==> config.mk <==
export PLATFORM = sky130hd
export DESIGN_NAME = packet_sequence_gap_recovery_core
export DESIGN_NICKNAME = d
export VERILOG_FILES = /design/src/hdl/psgr_pkg.sv /design/src/hdl/packet_sequence_gap_recovery_core.sv /design/src/hdl/psgr_sequencer.sv /design/src/hdl/psgr_datapath.sv
export SDC_FILE = /design/constraint.sdc
export NUM_CORES = 1
export LEC_CHECK = 0
export ABC_AREA = 1
export BUFFER_PORTS_ARGS = -buffer_cell sky130_fd_sc_hd__buf_2
export CAP_MARGIN = 10
export CORE_MARGIN = 2
export CORE_UTILIZATION = 54
export DETAILED_ROUTE_END_ITERATION = 12
export HOLD_SLACK_MARGIN = 0.02
export PLACE_DENSITY = 0.77
export SYNTH_ARGS = -nofsm -noshare
export SYNTH_HDL_FRONTEND = slang
export SYNTH_SLANG_ARGS = --single-unit
==> constraint.sdc <==
create_clock -name clk_i -period 6.5 [get_ports clk_i]
set_input_delay 0.325 -clock clk_i [delete_from_list [all_inputs] [get_ports clk_i]]
set_output_delay 0.325 -clock clk_i [all_outputs]
set_load 0.005 [all_outputs]
==> src/hdl/psgr_pkg.sv <==
// Shared types, codes and the control store of the packet sequence gap recovery core.
// Used by psgr_sequencer, psgr_datapath and the top level; depends on nothing else.
package psgr_pkg;

  // Fixed limits of the recovery planner.
  localparam int unsigned WIRE_SLOTS      = 3;
  localparam int unsigned PIGGYBACK_SLOTS = 3;
  localparam int unsigned NUM_SLOTS       =
      (PIGGYBACK_SLOTS < WIRE_SLOTS) ? PIGGYBACK_SLOTS : WIRE_SLOTS;
  localparam logic [5:0]  MAX_RECOVER     = 6'd32;
  localparam logic [7:0]  STALE_GAP       = 8'd128;

  localparam logic [7:0]  RESYNC_GAP_RST  = 8'd16;
  localparam logic [5:0]  RECOVER_CAP_RST = 6'd8;

  // Restart request codes: any nonzero kind restarts, bit 1 requests the fade.
  localparam logic [1:0]  RK_NONE     = 2'd0;
  localparam logic [1:0]  RK_RESTART  = 2'd1;
  localparam logic [1:0]  RK_SOURCE   = 2'd2;
  localparam int unsigned RK_FADE_BIT = 1;

  // Configuration register indexes.
  typedef enum logic {
    REG_RESYNC_GAP  = 1'b0,
    REG_RECOVER_CAP = 1'b1
  } reg_idx_e;

  // Action codes on the result channel.
  typedef enum logic [1:0] {
    ACT_RECOVER = 2'd0,
    ACT_CONCEAL = 2'd1,
    ACT_PLAY    = 2'd2
  } action_e;

  // Datapath operations selected by the control word.
  typedef enum logic [2:0] {
    OP_NONE,
    OP_CAPTURE,
    OP_CLASSIFY,
    OP_EMIT_LOOP,
    OP_EMIT_SINGLE,
    OP_EMIT_PLAY
  } op_e;

  // Jump conditions.
  typedef enum logic [2:0] {
    C_ALWAYS,
    C_NO_IN,
    C_NO_LOSS,
    C_SINGLE,
    C_CNT_ZERO,
    C_LOOP_MORE
  } cond_e;

  typedef logic [2:0] step_t;

  localparam step_t STEP_FETCH    = 3'd0;
  localparam step_t STEP_CLASSIFY = 3'd1;
  localparam step_t STEP_PATH     = 3'd2;
  localparam step_t STEP_CNT      = 3'd3;
  localparam step_t STEP_LOOP     = 3'd4;
  localparam step_t STEP_PLAY     = 3'd5;
  localparam step_t STEP_SINGLE   = 3'd6;

  typedef struct packed {
    op_e   op;
    cond_e cond;
    step_t target;
  } ucode_t;

  // Control from the sequencer to the datapath.
  typedef struct packed {
    op_e  op;
    logic fire;
  } ctrl_t;

  // Status from the datapath back to the sequencer.
  typedef struct packed {
    logic no_loss;
    logic single;
    logic cnt_zero;
    logic loop_more;
    logic out_free;
  } status_t;

  // Control store. A step falls through to the next address unless its
  // condition holds, in which case it jumps to the target.
  function automatic ucode_t ucode(step_t pc);
    ucode_t w;
    unique case (pc)
      STEP_FETCH:    w = '{op: OP_CAPTURE,     cond: C_NO_IN,     target: STEP_FETCH};
      STEP_CLASSIFY: w = '{op: OP_CLASSIFY,    cond: C_NO_LOSS,   target: STEP_PLAY};
      STEP_PATH:     w = '{op: OP_NONE,        cond: C_SINGLE,    target: STEP_SINGLE};
      STEP_CNT:      w = '{op: OP_NONE,        cond: C_CNT_ZERO,  target: STEP_PLAY};
      STEP_LOOP:     w = '{op: OP_EMIT_LOOP,   cond: C_LOOP_MORE, target: STEP_LOOP};
      STEP_PLAY:     w = '{op: OP_EMIT_PLAY,   cond: C_ALWAYS,    target: STEP_FETCH};
      STEP_SINGLE:   w = '{op: OP_EMIT_SINGLE, cond: C_ALWAYS,    target: STEP_PLAY};
      default:       w = '{op: OP_NONE,        cond: C_ALWAYS,    target: STEP_FETCH};
    endcase
    return w;
  endfunction

endpackage

==> src/hdl/packet_sequence_gap_recovery_core.sv <==
// A request is taken in the fetch step; its results are registered after the classify
// step (on loss also the path step, and the count step on multi-entry loss), then one
// per cycle while the output register is free. A new request is taken only after the
// play action; on multi-entry loss cnt = min(gap, recover_cap, 32) loop results precede it.
// Reset is asynchronous and active low: step counter, statistics and lock cleared,
// resync_gap 16 and recover_cap 8; there is no clearing pass.
module packet_sequence_gap_recovery_core (
  input  logic        clk_i,
  input  logic        rst_ni,
  input  logic        cfg_we_i,
  input  logic        cfg_idx_i,
  input  logic [7:0]  cfg_wdata_i,
  input  logic        in_valid_i,
  output logic        in_stall_o,
  input  logic [7:0]  seq_i,
  input  logic [1:0]  pb_entries_i,
  input  logic [7:0]  pb_seq_0_i,
  input  logic [7:0]  pb_seq_1_i,
  input  logic [7:0]  pb_seq_2_i,
  input  logic        single_entry_path_i,
  input  logic [1:0]  restart_kind_i,
  output logic        out_valid_o,
  input  logic        out_stall_i,
  output logic [1:0]  action_o,
  output logic [1:0]  slot_o,
  output logic [7:0]  frame_seq_o,
  output logic [6:0]  conceal_packets_o,
  output logic        restart_fade_o,
  output logic        last_o,
  output logic [31:0] total_received_o,
  output logic [31:0] total_lost_o,
  output logic [6:0]  max_run_lost_o,
  output logic [31:0] total_resyncs_o,
  output logic [31:0] total_recovered_o
);

  psgr_pkg::ctrl_t   ctrl;
  psgr_pkg::status_t status;

  psgr_sequencer u_seq (
    .clk_i      (clk_i),
    .rst_ni     (rst_ni),
    .in_valid_i (in_valid_i),
    .status_i   (status),
    .ctrl_o     (ctrl),
    .in_stall_o (in_stall_o)
  );

  psgr_datapath u_dp (
    .clk_i               (clk_i),
    .rst_ni              (rst_ni),
    .cfg_we_i            (cfg_we_i),
    .cfg_idx_i           (cfg_idx_i),
    .cfg_wdata_i         (cfg_wdata_i),
    .ctrl_i              (ctrl),
    .status_o            (status),
    .seq_i               (seq_i),
    .pb_entries_i        (pb_entries_i),
    .pb_seq_0_i          (pb_seq_0_i),
    .pb_seq_1_i          (pb_seq_1_i),
    .pb_seq_2_i          (pb_seq_2_i),
    .single_entry_path_i (single_entry_path_i),
    .restart_kind_i      (restart_kind_i),
    .out_valid_o         (out_valid_o),
    .out_stall_i         (out_stall_i),
    .action_o            (action_o),
    .slot_o              (slot_o),
    .frame_seq_o         (frame_seq_o),
    .conceal_packets_o   (conceal_packets_o),
    .restart_fade_o      (restart_fade_o),
    .last_o              (last_o),
    .total_received_o    (total_received_o),
    .total_lost_o        (total_lost_o),
    .max_run_lost_o      (max_run_lost_o),
    .total_resyncs_o     (total_resyncs_o),
    .total_recovered_o   (total_recovered_o)
  );

`ifndef SYNTH
  // The play action, and only it, closes a packet's run.
  a_last_is_play: assert property (@(posedge clk_i) disable iff (!rst_ni)
    out_valid_o |-> ((action_o == psgr_pkg::ACT_PLAY) == last_o))
    else $error("last flag does not match the play action");

  // A recovery uses a real slot and conceals nothing.
  a_recover_shape: assert property (@(posedge clk_i) disable iff (!rst_ni)
    (out_valid_o && (action_o == psgr_pkg::ACT_RECOVER)) |->
      ((conceal_packets_o == 7'd0) && (slot_o != 2'd3)))
    else $error("recover action with bad slot or conceal length");

  // A new request is taken only once the previous plan has reached its play action.
  a_accept_after_plan: assert property (@(posedge clk_i) disable iff (!rst_ni)
    (in_valid_i && !in_stall_o) |-> (!out_valid_o || last_o))
    else $error("request taken while a plan is still being emitted");
`endif

endmodule

==> src/hdl/psgr_sequencer.sv <==
// Microcode sequencer: step counter, control store lookup and conditional jumps.
// Depends on psgr_pkg for the control word, condition codes and status struct.
module psgr_sequencer (
  input  logic              clk_i,
  input  logic              rst_ni,
  input  logic              in_valid_i,
  input  psgr_pkg::status_t status_i,
  output psgr_pkg::ctrl_t   ctrl_o,
  output logic              in_stall_o
);

  psgr_pkg::step_t  pc_q, pc_d;
  psgr_pkg::ucode_t word;
  logic             is_emit;
  logic             hold;
  logic             take;

  assign word = psgr_pkg::ucode(pc_q);

  assign is_emit = (word.op == psgr_pkg::OP_EMIT_LOOP)   ||
                   (word.op == psgr_pkg::OP_EMIT_SINGLE) ||
                   (word.op == psgr_pkg::OP_EMIT_PLAY);

  // An emitting step waits until the output register can take its result.
  assign hold = is_emit && !status_i.out_free;

  always_comb begin
    unique case (word.cond)
      psgr_pkg::C_ALWAYS:    take = 1'b1;
      psgr_pkg::C_NO_IN:     take = !in_valid_i;
      psgr_pkg::C_NO_LOSS:   take = status_i.no_loss;
      psgr_pkg::C_SINGLE:    take = status_i.single;
      psgr_pkg::C_CNT_ZERO:  take = status_i.cnt_zero;
      psgr_pkg::C_LOOP_MORE: take = status_i.loop_more;
      default:               take = 1'b1;
    endcase
  end

  always_comb begin
    if (hold) begin
      pc_d = pc_q;
    end else if (take) begin
      pc_d = word.target;
    end else begin
      pc_d = pc_q + 3'd1;
    end
  end

  always_ff @(posedge clk_i or negedge rst_ni) begin
    if (!rst_ni) begin
      pc_q <= psgr_pkg::STEP_FETCH;
    end else begin
      pc_q <= pc_d;
    end
  end

  assign ctrl_o.op   = word.op;
  assign ctrl_o.fire = (word.op == psgr_pkg::OP_CAPTURE) ? in_valid_i : !hold;
  assign in_stall_o  = (word.op != psgr_pkg::OP_CAPTURE);

endmodule

==> src/hdl/psgr_datapath.sv <==
// Datapath: configuration registers, captured header, gap classification,
// loss statistics, action generation and the result register.
// Depends on psgr_pkg; steered by psgr_sequencer through ctrl_t.
module psgr_datapath (
  input  logic              clk_i,
  input  logic              rst_ni,
  input  logic              cfg_we_i,
  input  logic              cfg_idx_i,
  input  logic [7:0]        cfg_wdata_i,
  input  psgr_pkg::ctrl_t   ctrl_i,
  output psgr_pkg::status_t status_o,
  input  logic [7:0]        seq_i,
  input  logic [1:0]        pb_entries_i,
  input  logic [7:0]        pb_seq_0_i,
  input  logic [7:0]        pb_seq_1_i,
  input  logic [7:0]        pb_seq_2_i,
  input  logic              single_entry_path_i,
  input  logic [1:0]        restart_kind_i,
  output logic              out_valid_o,
  input  logic              out_stall_i,
  output logic [1:0]        action_o,
  output logic [1:0]        slot_o,
  output logic [7:0]        frame_seq_o,
  output logic [6:0]        conceal_packets_o,
  output logic              restart_fade_o,
  output logic              last_o,
  output logic [31:0]       total_received_o,
  output logic [31:0]       total_lost_o,
  output logic [6:0]        max_run_lost_o,
  output logic [31:0]       total_resyncs_o,
  output logic [31:0]       total_recovered_o
);

  localparam int unsigned NS = psgr_pkg::WIRE_SLOTS;

  // Configuration.
  logic [7:0]  resync_gap_q;
  logic [5:0]  recover_cap_q;

  // Sequence state and statistics.
  logic [7:0]  exp_q;
  logic        seq_valid_q;
  logic [31:0] received_q;
  logic [31:0] lost_q;
  logic [6:0]  max_gap_q;
  logic [31:0] resync_q;
  logic [31:0] recovered_q;

  // Captured header.
  logic [7:0]  seq_q;
  logic [1:0]  pbc_q;
  logic [7:0]  pb_q [NS];
  logic        single_q;
  logic [1:0]  rk_q;

  // Per-packet plan.
  logic [5:0]  cnt_q;
  logic [5:0]  idx_q;
  logic [7:0]  gap_q;
  logic [7:0]  first_q;
  logic        hit_q;
  logic        fade_q;

  // Result register.
  logic        out_valid_q;
  logic [1:0]  act_q;
  logic [1:0]  slot_q;
  logic [7:0]  fseq_q;
  logic [6:0]  cpk_q;
  logic        fade_out_q;
  logic        last_q;
  logic [31:0] o_rx_q;
  logic [31:0] o_lost_q;
  logic [6:0]  o_max_q;
  logic [31:0] o_resync_q;
  logic [31:0] o_rec_q;

  // Classification.
  logic        valid_eff;
  logic [7:0]  gap;
  logic [7:0]  thr;
  logic        quiet;
  logic        splice;
  logic        loss;
  logic [5:0]  cap_sat;
  logic [5:0]  cnt;
  logic        single_hit;
  logic        slot_act [NS];
  logic [7:0]  pb_age [NS];
  logic        in_win [NS];
  logic        dup [NS];
  logic [1:0]  rec_n;
  logic [1:0]  rec_inc;

  // Action generation.
  logic [7:0]  fs;
  logic        found;
  logic [1:0]  found_slot;
  logic        emit;
  logic [1:0]  act_d;
  logic [1:0]  slot_d;
  logic [7:0]  fseq_d;
  logic [6:0]  cpk_d;
  logic        last_d;

  logic        do_capture;
  logic        do_classify;
  logic        do_loop;
  logic        out_free;

  assign do_capture  = ctrl_i.fire && (ctrl_i.op == psgr_pkg::OP_CAPTURE);
  assign do_classify = ctrl_i.fire && (ctrl_i.op == psgr_pkg::OP_CLASSIFY);
  assign do_loop     = ctrl_i.fire && (ctrl_i.op == psgr_pkg::OP_EMIT_LOOP);
  assign emit        = ctrl_i.fire && (ctrl_i.op inside {psgr_pkg::OP_EMIT_LOOP,
                                                         psgr_pkg::OP_EMIT_SINGLE,
                                                         psgr_pkg::OP_EMIT_PLAY});
  assign out_free    = !out_valid_q || !out_stall_i;

  // A restart request drops the sequence lock before the packet is judged.
  always_comb begin
    valid_eff  = seq_valid_q && (rk_q == psgr_pkg::RK_NONE);
    gap        = seq_q - exp_q;
    thr        = (resync_gap_q == 8'd0) ? 8'd1 : resync_gap_q;
    quiet      = (gap == 8'd0) || (gap >= psgr_pkg::STALE_GAP);
    splice     = valid_eff && !quiet && (gap >= thr);
    loss       = valid_eff && !quiet && (gap < thr);
    cap_sat    = (recover_cap_q > psgr_pkg::MAX_RECOVER) ? psgr_pkg::MAX_RECOVER
                                                         : recover_cap_q;
    cnt        = (gap > {2'b00, cap_sat}) ? cap_sat : gap[5:0];
    single_hit = (gap == 8'd1) && (pbc_q != 2'd0) && (pb_q[0] == exp_q);
  end

  // Recovered packets on the multi-entry path: distinct active entries that
  // fall inside the window of missing numbers that get an action.
  always_comb begin
    rec_n = 2'd0;
    for (int j = 0; j < NS; j++) begin
      slot_act[j] = (j < psgr_pkg::NUM_SLOTS) && (2'(j) < pbc_q);
      pb_age[j]   = seq_q - pb_q[j];
      in_win[j]   = (pb_age[j] != 8'd0) && (pb_age[j] <= {2'b00, cnt});
      dup[j]      = 1'b0;
      for (int k = 0; k < j; k++) begin
        if (slot_act[k] && (pb_q[k] == pb_q[j])) begin
          dup[j] = 1'b1;
        end
      end
      if (slot_act[j] && in_win[j] && !dup[j]) begin
        rec_n = rec_n + 2'd1;
      end
    end
    if (!loss) begin
      rec_inc = 2'd0;
    end else if (single_q) begin
      rec_inc = {1'b0, single_hit};
    end else begin
      rec_inc = rec_n;
    end
  end

  // Slot search for the current loop action; the lowest matching slot wins.
  always_comb begin
    fs         = seq_q - {2'b00, cnt_q} + {2'b00, idx_q};
    found      = 1'b0;
    found_slot = 2'd0;
    for (int j = NS - 1; j >= 0; j--) begin
      if (slot_act[j] && (pb_q[j] == fs)) begin
        found      = 1'b1;
        found_slot = 2'(j);
      end
    end
  end

  always_comb begin
    unique case (ctrl_i.op)
      psgr_pkg::OP_EMIT_LOOP: begin
        act_d  = found ? psgr_pkg::ACT_RECOVER : psgr_pkg::ACT_CONCEAL;
        slot_d = found_slot;
        fseq_d = fs;
        cpk_d  = found ? 7'd0 : 7'd1;
        last_d = 1'b0;
      end
      psgr_pkg::OP_EMIT_SINGLE: begin
        act_d  = hit_q ? psgr_pkg::ACT_RECOVER : psgr_pkg::ACT_CONCEAL;
        slot_d = 2'd0;
        fseq_d = first_q;
        cpk_d  = hit_q ? 7'd0 : gap_q[6:0];
        last_d = 1'b0;
      end
      default: begin
        act_d  = psgr_pkg::ACT_PLAY;
        slot_d = 2'd0;
        fseq_d = seq_q;
        cpk_d  = 7'd0;
        last_d = 1'b1;
      end
    endcase
  end

  // Control state, configuration and statistics.
  always_ff @(posedge clk_i or negedge rst_ni) begin
    if (!rst_ni) begin
      resync_gap_q  <= psgr_pkg::RESYNC_GAP_RST;
      recover_cap_q <= psgr_pkg::RECOVER_CAP_RST;
      exp_q         <= 8'd0;
      seq_valid_q   <= 1'b0;
      received_q    <= 32'd0;
      lost_q        <= 32'd0;
      max_gap_q     <= 7'd0;
      resync_q      <= 32'd0;
      recovered_q   <= 32'd0;
      out_valid_q   <= 1'b0;
    end else begin
      if (cfg_we_i) begin
        unique case (psgr_pkg::reg_idx_e'(cfg_idx_i))
          psgr_pkg::REG_RESYNC_GAP:  resync_gap_q  <= cfg_wdata_i;
          psgr_pkg::REG_RECOVER_CAP: recover_cap_q <= cfg_wdata_i[5:0];
          default:                   resync_gap_q  <= resync_gap_q;
        endcase
      end
      if (do_classify) begin
        seq_valid_q <= 1'b1;
        exp_q       <= seq_q + 8'd1;
        received_q  <= received_q + 32'd1;
        recovered_q <= recovered_q + {30'd0, rec_inc};
        if (splice) begin
          resync_q <= resync_q + 32'd1;
        end
        if (loss) begin
          lost_q <= lost_q + {24'd0, gap};
          if (gap[6:0] > max_gap_q) begin
            max_gap_q <= gap[6:0];
          end
        end
      end
      if (emit) begin
        out_valid_q <= 1'b1;
      end else if (out_free) begin
        out_valid_q <= 1'b0;
      end
    end
  end

  // Payload registers.
  always_ff @(posedge clk_i) begin
    if (do_capture) begin
      seq_q    <= seq_i;
      pbc_q    <= pb_entries_i;
      pb_q[0]  <= pb_seq_0_i;
      pb_q[1]  <= pb_seq_1_i;
      pb_q[2]  <= pb_seq_2_i;
      single_q <= single_entry_path_i;
      rk_q     <= restart_kind_i;
    end
    if (do_classify) begin
      cnt_q   <= cnt;
      idx_q   <= 6'd0;
      gap_q   <= gap;
      first_q <= exp_q;
      hit_q   <= single_hit;
      fade_q  <= rk_q[psgr_pkg::RK_FADE_BIT] || splice;
    end else if (do_loop) begin
      idx_q <= idx_q + 6'd1;
    end
    // Statistics are copied with each result so a stalled result holds still.
    if (emit) begin
      act_q      <= act_d;
      slot_q     <= slot_d;
      fseq_q     <= fseq_d;
      cpk_q      <= cpk_d;
      last_q     <= last_d;
      fade_out_q <= fade_q;
      o_rx_q     <= received_q;
      o_lost_q   <= lost_q;
      o_max_q    <= max_gap_q;
      o_resync_q <= resync_q;
      o_rec_q    <= recovered_q;
    end
  end

  assign status_o.no_loss   = !loss;
  assign status_o.single    = single_q;
  assign status_o.cnt_zero  = (cnt_q == 6'd0);
  assign status_o.loop_more = ({1'b0, idx_q} + 7'd1) < {1'b0, cnt_q};
  assign status_o.out_free  = out_free;

  assign out_valid_o       = out_valid_q;
  assign action_o          = act_q;
  assign slot_o            = slot_q;
  assign frame_seq_o       = fseq_q;
  assign conceal_packets_o = cpk_q;
  assign restart_fade_o    = fade_out_q;
  assign last_o            = last_q;
  assign total_received_o  = o_rx_q;
  assign total_lost_o      = o_lost_q;
  assign max_run_lost_o    = o_max_q;
  assign total_resyncs_o   = o_resync_q;
  assign total_recovered_o = o_rec_q;

endmodule

**Word level (Yosys, flattened, before mapping)**

Memory sizes are Yosys's and may differ from the RTL's.
Index checks and enable logic that the tools add are counted.

- $add $sub $neg: 16
- Order comparisons: 13
- Equality and inequality tests: 25
- Muxes and demuxes: 32
- Bitwise logic cells: 2
- Reductions and logical operators: 58

Operators by type and width:

| operator | count |
|---|---|
| 32-bit by 1-bit adder with 32-bit output, second input constant | 2 |
| 9-bit case mux with 7 select lines | 1 |
| 8-bit equality test | 7 |
| 32-bit by 2-bit adder with 32-bit output | 1 |
| 32-bit by 8-bit adder with 32-bit output | 1 |
| 8-bit subtractor | 4 |
| 1-bit logical AND | 25 |
| 8-bit by 6-bit less-or-equal comparator with 1-bit output | 3 |
| 8-bit nonzero test | 3 |
| 3-bit equality test, second input constant | 7 |
| 3-bit by 2-bit equality test with 1-bit output, second input constant | 6 |
| 1-bit 2-to-1 mux | 17 |
| 8-bit logical NOT | 2 |
| 8-bit case mux with 2 select lines | 1 |
| 7-bit case mux with 2 select lines | 1 |
| 6-bit 2-to-1 mux | 2 |
| 2-bit 2-to-1 mux | 5 |
| 3-bit by 1-bit equality test with 1-bit output, second input constant | 3 |
| 1-bit logical NOT | 9 |
| 8-bit by 1-bit adder with 8-bit output, second input constant | 1 |
| 8-bit by 6-bit adder with 8-bit output | 1 |
| 8-bit by 1-bit equality test with 1-bit output, second input constant | 1 |
| 8-bit greater-or-equal comparator | 1 |
| 8-bit greater-or-equal comparator, second input constant | 1 |
| other kinds (30) | 41 |

- Register bits: 360
- RAM bits: 24
- Logic and storage cells: 180
- Memories kept: 1

Memories:

| memory | depth | bits a word | read ports | clocked after Yosys merged registers in | wr ports | RTL line | RTL |
|---|---|---|---|---|---|---|---|
| u_dp.pb_q | 3 | 8 | 3 | 0 | 3 | psgr_datapath.sv:52 | `logic [7:0] pb_q [NS];` |

**Depth between registers and ports, before layout**

- Word-level depth: 15
- Mapped depth: 46
- Depth with buffers taken out: 46

**Modules after synthesis**

A second synthesis with hierarchy kept.

- Cells, all modules: 2,154
- Area, all modules: 20,143.1 sq um

By module, submodules not included:

| module | times used | cells an instance | area an instance (sq um) | seq. area each (sq um) |
|---|---|---|---|---|
| psgr_datapath | 1 | 2,084 | 19,687.6 | 10,557.6 |
| psgr_sequencer | 1 | 70 | 455.4 | 75.1 |

**Worst setup path after synthesis**

OpenSTA, ideal clock, no wires.

- Path type: register -> register
- Start point: reg u_dp.seq_q[0]
- End point: reg u_dp.recovered_q[30]
- Library setup time: 0.079 ns
- Arrival: 6.023 ns
- Data required time: 6.421 ns
- Setup slack: 0.398 ns
- Stages on the path, launching flop included: 45
- Buffers on the path: 0
- Path through: edfxtp_1 inv_1 ha_1 inv_1 fa_1 nand2_1 nand2_1 and2_1 xor2_1 ha_1 nand2_1 inv_1 nand2_1 nand2_1 nand2_1 nand3_2 inv_1 nand2_1 (+9 left out) inv_1 nand3_1 nand3_1 nand2_1 inv_1 ha_1 inv_1 fa_1 nor2_4 nand3_2 nor2_4 nand2_2 nor2_8 nand3_4 nor3_4 nand2_2 nor4_2 xor2_1

- Cells in the longest elaborated chain, start to end: 14

Ends and longest elaborated chain:

| item | RTL line | RTL |
|---|---|---|
| start, declared | psgr_datapath.sv:50 | `logic [7:0] seq_q;` |
| start signal, assigned | psgr_datapath.sv:246 | `seq_q <= seq_i;` |
| 8-bit subtractor (*) | psgr_datapath.sv:122 | `gap = seq_q - exp_q;` |
| via u_dp.gap[4] | psgr_datapath.sv:80 | `logic [7:0] gap;` |
| 8-bit by 6-bit greater-than comparator with 1-bit output (*) | psgr_datapath.sv:129 | `cnt = (gap > {2'b00, cap_sat}) ? cap_sat : gap[5:0];` |
| 6-bit 2-to-1 mux (*) | psgr_datapath.sv:129 |  |
| via u_dp.cnt[1] | psgr_datapath.sv:86 | `logic [5:0] cnt;` |
| 8-bit by 6-bit less-or-equal comparator with 1-bit output | psgr_datapath.sv:140 | `in_win[j] = (pb_age[j] != 8'd0) && (pb_age[j] <= {2'b00, cnt});` |
| 1-bit logical AND | psgr_datapath.sv:140 |  |
| 1-bit logical AND | psgr_datapath.sv:147 | `if (slot_act[j] && in_win[j] && !dup[j]) begin` |
| 1-bit 2-to-1 mux | psgr_datapath.sv:147 |  |
| 1-bit by 1-bit adder with 2-bit output | psgr_datapath.sv:148 | `rec_n = rec_n + 2'd1;` |
| 2-bit 2-to-1 mux | psgr_datapath.sv:147 |  |
| 2-bit by 1-bit adder with 2-bit output | psgr_datapath.sv:148 |  |
| 2-bit 2-to-1 mux (*) | psgr_datapath.sv:147 |  |
| 2-bit 2-to-1 mux (*) | psgr_datapath.sv:153 | `end else if (single_q) begin` |
| 2-bit 2-to-1 mux (*) | psgr_datapath.sv:151 | `if (!loss) begin` |
| 32-bit by 2-bit adder with 32-bit output (*) | psgr_datapath.sv:224 | `recovered_q <= recovered_q + {30'd0, rec_inc};` |
| end signal, assigned | psgr_datapath.sv:224 |  |
| end, declared | psgr_datapath.sv:47 | `logic [31:0] recovered_q;` |

Mark *: on every way through the listed nets, which the timed path passes. The rest lies on a longest branch.
A chain may end at the register's enable or synchronous reset.

**Worst setup path in the final report**

Same ends and word-level chain as after synthesis.

==> reports/summary.txt <==
====================================================================================
Run status                                                                 completed
Number of endpoints failing setup at the final stage                               0
Buffer type at the clock tree root                                         clkbuf_16
WP data required                                                             6.98 ns
Most common cell on crit path                                                nand2_1
Synthesized instance count                                                      1963
Endpoints failing hold                                                             0
Number of enable-type register cells in the synthesized netlist                  215
Worst Tran Pin Value                                                        1.166 ns
Total power                                                                 11.02 mW
Part of the Yosys area used for sequential elements                           54.53%
Syn Std Cell Area                                                          19500 um2
Worst-path fanout max                                                              7
Aggregate routed wire length                                                47210 um
Weighted congestion at the end of routability-driven global placement         0.9541
Clock sink total                                                                 383
FMAX                                                                       164.8 MHz
Worst slew margin relative to its limit                                       22.28%
Leak pwr                                                                    10.44 nW
Final #Nets                                                                     2424
Worst R2R Setup Slack                                                        0.43 ns
Number of nets with antenna violations after detailed routing                      0
Wire per inst                                                               17.12 um
Level count of the clock H-tree                                                    2
Launching element type of the critical path                                     flop
DIE AREA                                                                   37640 um2
Total CTS buffers                                                                 42
Count of TritonRoute iterations in the first routing pass                          6
Number of warnings printed during yosys synthesis                                  0
PnR worst setup slack                                                      0.4329 ns
Crit path capture type                                                          flop
Total number of vias                                                           14730
Fraction of layout instances using a drive strength above 1                   15.85%
Largest net degree at the start of global routing                                101
Overall global routing resource usage                                         25.24%
Post-route DRC                                                                     0
Count of buffers from port buffering                                             208
Critical hold path startpoint                                           cfg_wdata_i[5]
# fillers                                                                       2824
Antenna violations before repair                                                   2
Fraction of registers with async set or reset after synthesis                 42.30%
Clock-pin slew on the worst setup and hold paths                             0.06 ns
Final cell count without fillers                                                2758
Height of the die                                                           194.0 um
Category of the critical setup timing path                                reg -> reg
CP arrival                                                                   6.55 ns
Insertion delay of the later-clocked pin in the worst-skew pair              0.56 ns
Number of antenna repair diodes                                                    0
Worst flop-to-flop path startpoint                                      u_dp.seq_q[0]
Share of the core filled with cells in the final layout                       65.18%
Clock period minus worst slack                                              6.067 ns
Core area                                                                  35570 um2
Delay of the slowest cell on the worst path                                  0.42 ns
Cell area power density                                                 475.5 nW/um2
Most frequent cells in the layout                                       nand2_1 (409), inv_1 (264), edfxtp_1 (215)
Setup Skew                                                                0.01367 ns
Cell with the largest stage delay on the worst path                         edfxtp_1
Max capacitance violation total                                                    0
Top_reg_cell synth                                                          edfxtp_1
Via count of the first global-routing pass                                     14380
Placed instance count                                                           2627
Total global routing overflow                                                      0
Leading cell type in the layout, fill and taps excluded                      nand2_1
Effective utilization at floorplan                                            54.82%
Capturing point of the worst reg2reg path                               u_dp.recovered_q[30]
Period Utilization, post-route                                                93.34%
Wire length of the first global-routing pass                                75590 um
Worst Hold Path EP                                                      u_dp.resync_gap_q[5]
Post-Place Worst Slack                                                    0.05799 ns
Area added between synthesis and finish                                       18.91%
Top-level port count                                                             209
Worst-case clock buffer depth                                                      3
Class of the worst hold path                                               in -> reg
R2R depth                                                                         44
Max Transition Viols Final                                                         0
VDD IR max                                                                  288.7 uV
Iteration-0 DRC Markers                                                         1090
Die width                                                                   194.0 um
Summed area of non-filler cells in the final layout                        23180 um2
Site Rows                                                                         69
Synth Area per Inst                                                        9.932 um2
Number of cells on the worst hold path                                             3
Placement Cell Area                                                        21160 um2
DP Wirelength                                                               34380 um
Post-Syn Nets                                                                   2123
Yosys reg bits                                                                   383
Count of distinct cell types in the synthesized netlist                           62
Clock tree from TritonCTS                                                      built
Per-cell via count in the routed design                                        5.342
====================================================================================
## per-layer routing
layer | wire length (um) | track usage (%)
met3 | 3070 | 5.357
met4 | 1492 | 8.446
met1 | 20840 | 34.87
met2 | 21800 | 39.98
met5 | 13 | 0
## worst max-delay path by stage
stage | start | endpoint | slack (ns) | cells after the start
2_1_floorplan | u_dp.seq_q[0] | u_dp.recovered_q[30] | 0.40 | 44
3_3_place_gp | u_dp.seq_q[0] | u_dp.recovered_q[30] | 0.18 | 42
3_5_place_dp | u_dp.seq_q[0] | u_dp.recovered_q[30] | 0.06 | 42
4_1_cts | u_dp.seq_q[0] | u_dp.recovered_q[30] | 0.06 | 42
5_1_grt | u_dp.seq_q[0] | u_dp.recovered_q[30] | -0.09 | 44
6_report | u_dp.seq_q[0] | u_dp.recovered_q[30] | 0.43 | 44
## synth_stat cells (33+ instances only)
master | instances | share of area, %
nand4_1 | 33 | 1.1
xor2_1 | 128 | 5.7
nor2_1 | 129 | 2.5
inv_1 | 268 | 5.2
o21ai_0 | 97 | 2.5
ha_1 | 97 | 6.2
xnor2_1 | 50 | 2.2
nand2_1 | 411 | 7.9
nand3_1 | 86 | 2.2
edfxtp_1 | 215 | 33
dfrtp_1 | 160 | 21
nor3_1 | 58 | 1.5
a21oi_1 | 65 | 1.7
## worst max-delay path, delay by kind of cell, from the launching register on
kind	cells	cell delay, ns
flops	1	0.42
compound gates	4	0.55
fa+ha+maj	7	1.87
xor+xnor	2	0.31
simple gates	23	2.37
buf+inv	8	0.52
## metrics by stage
stage          setup TNS, ns  hold slack [ns]
6_report                   0          0.06596
5_1_grt              -0.2284          0.02838
4_1_cts                    0          0.02589
3_5_place_dp               0           0.4126
3_3_place_gp               0           0.3984
2_1_floorplan              0          0.02941
## cell type report
| type | instances | area (um2) | share of cell area (%) |
|---|---|---|---|
| Multi-Input combinational cell | 1284 | 7806 | 33.67 |
| Sequential cell | 383 | 10630 | 45.86 |
| Tap cell | 461 | 576.8 | 2.488 |
| Clock inverter | 27 | 356.6 | 1.538 |
| Inverter | 273 | 1030 | 4.442 |
| Clock buffer | 50 | 1091 | 4.706 |
| Timing Repair Buffer | 280 | 1690 | 7.291 |
## what timing repair did
| item | in CTS | in global routing |
|---|---|---|
| gates resized for setup | 0 | 17 |
| endpoints found under the setup margin | 0 | 18 |
| hold buffers | 41 | 0 |
| setup buffers | 0 | 13 |
| hold endpoints to repair | 115 | 0 |
## cell families after synthesis
| family | Yosys count | synth area share [%] |
|---|---|---|
| AO/OA/AOI/OAI | 214 | 6.199 |
| XOR/XNOR | 178 | 7.996 |
| adder cells (fa/ha/maj) | 109 | 7.457 |
| buffers and inverters | 296 | 5.808 |
| flip-flops | 383 | 54.53 |
| multiplexers | 1 | 0.05134 |
| AND/OR/NAND/NOR | 782 | 17.96 |
## flip-flops by register name, summed over array words and instances (netlist names), 8 cells and up
signal                  cells
u_dp.total_received_o      32
u_dp.seq_q                  8
u_dp.exp_q                  8
u_dp.pb_q                  24
u_dp.resync_gap_q           8
u_dp.resync_q              32
u_dp.total_recovered_o     32
u_dp.total_resyncs_o       32
u_dp.lost_q                32
u_dp.first_q                8
u_dp.received_q            32
u_dp.total_lost_o          32
u_dp.recovered_q           32
u_dp.frame_seq_o            8
## report_power, final
part	total, mW	switching [mW]	internal, mW
registers	3.98	0.391	3.58
logic	4.56	2.92	1.64
clock network	2.49	0.994	1.49
Note: power is estimated with default switching activity, not from simulation.
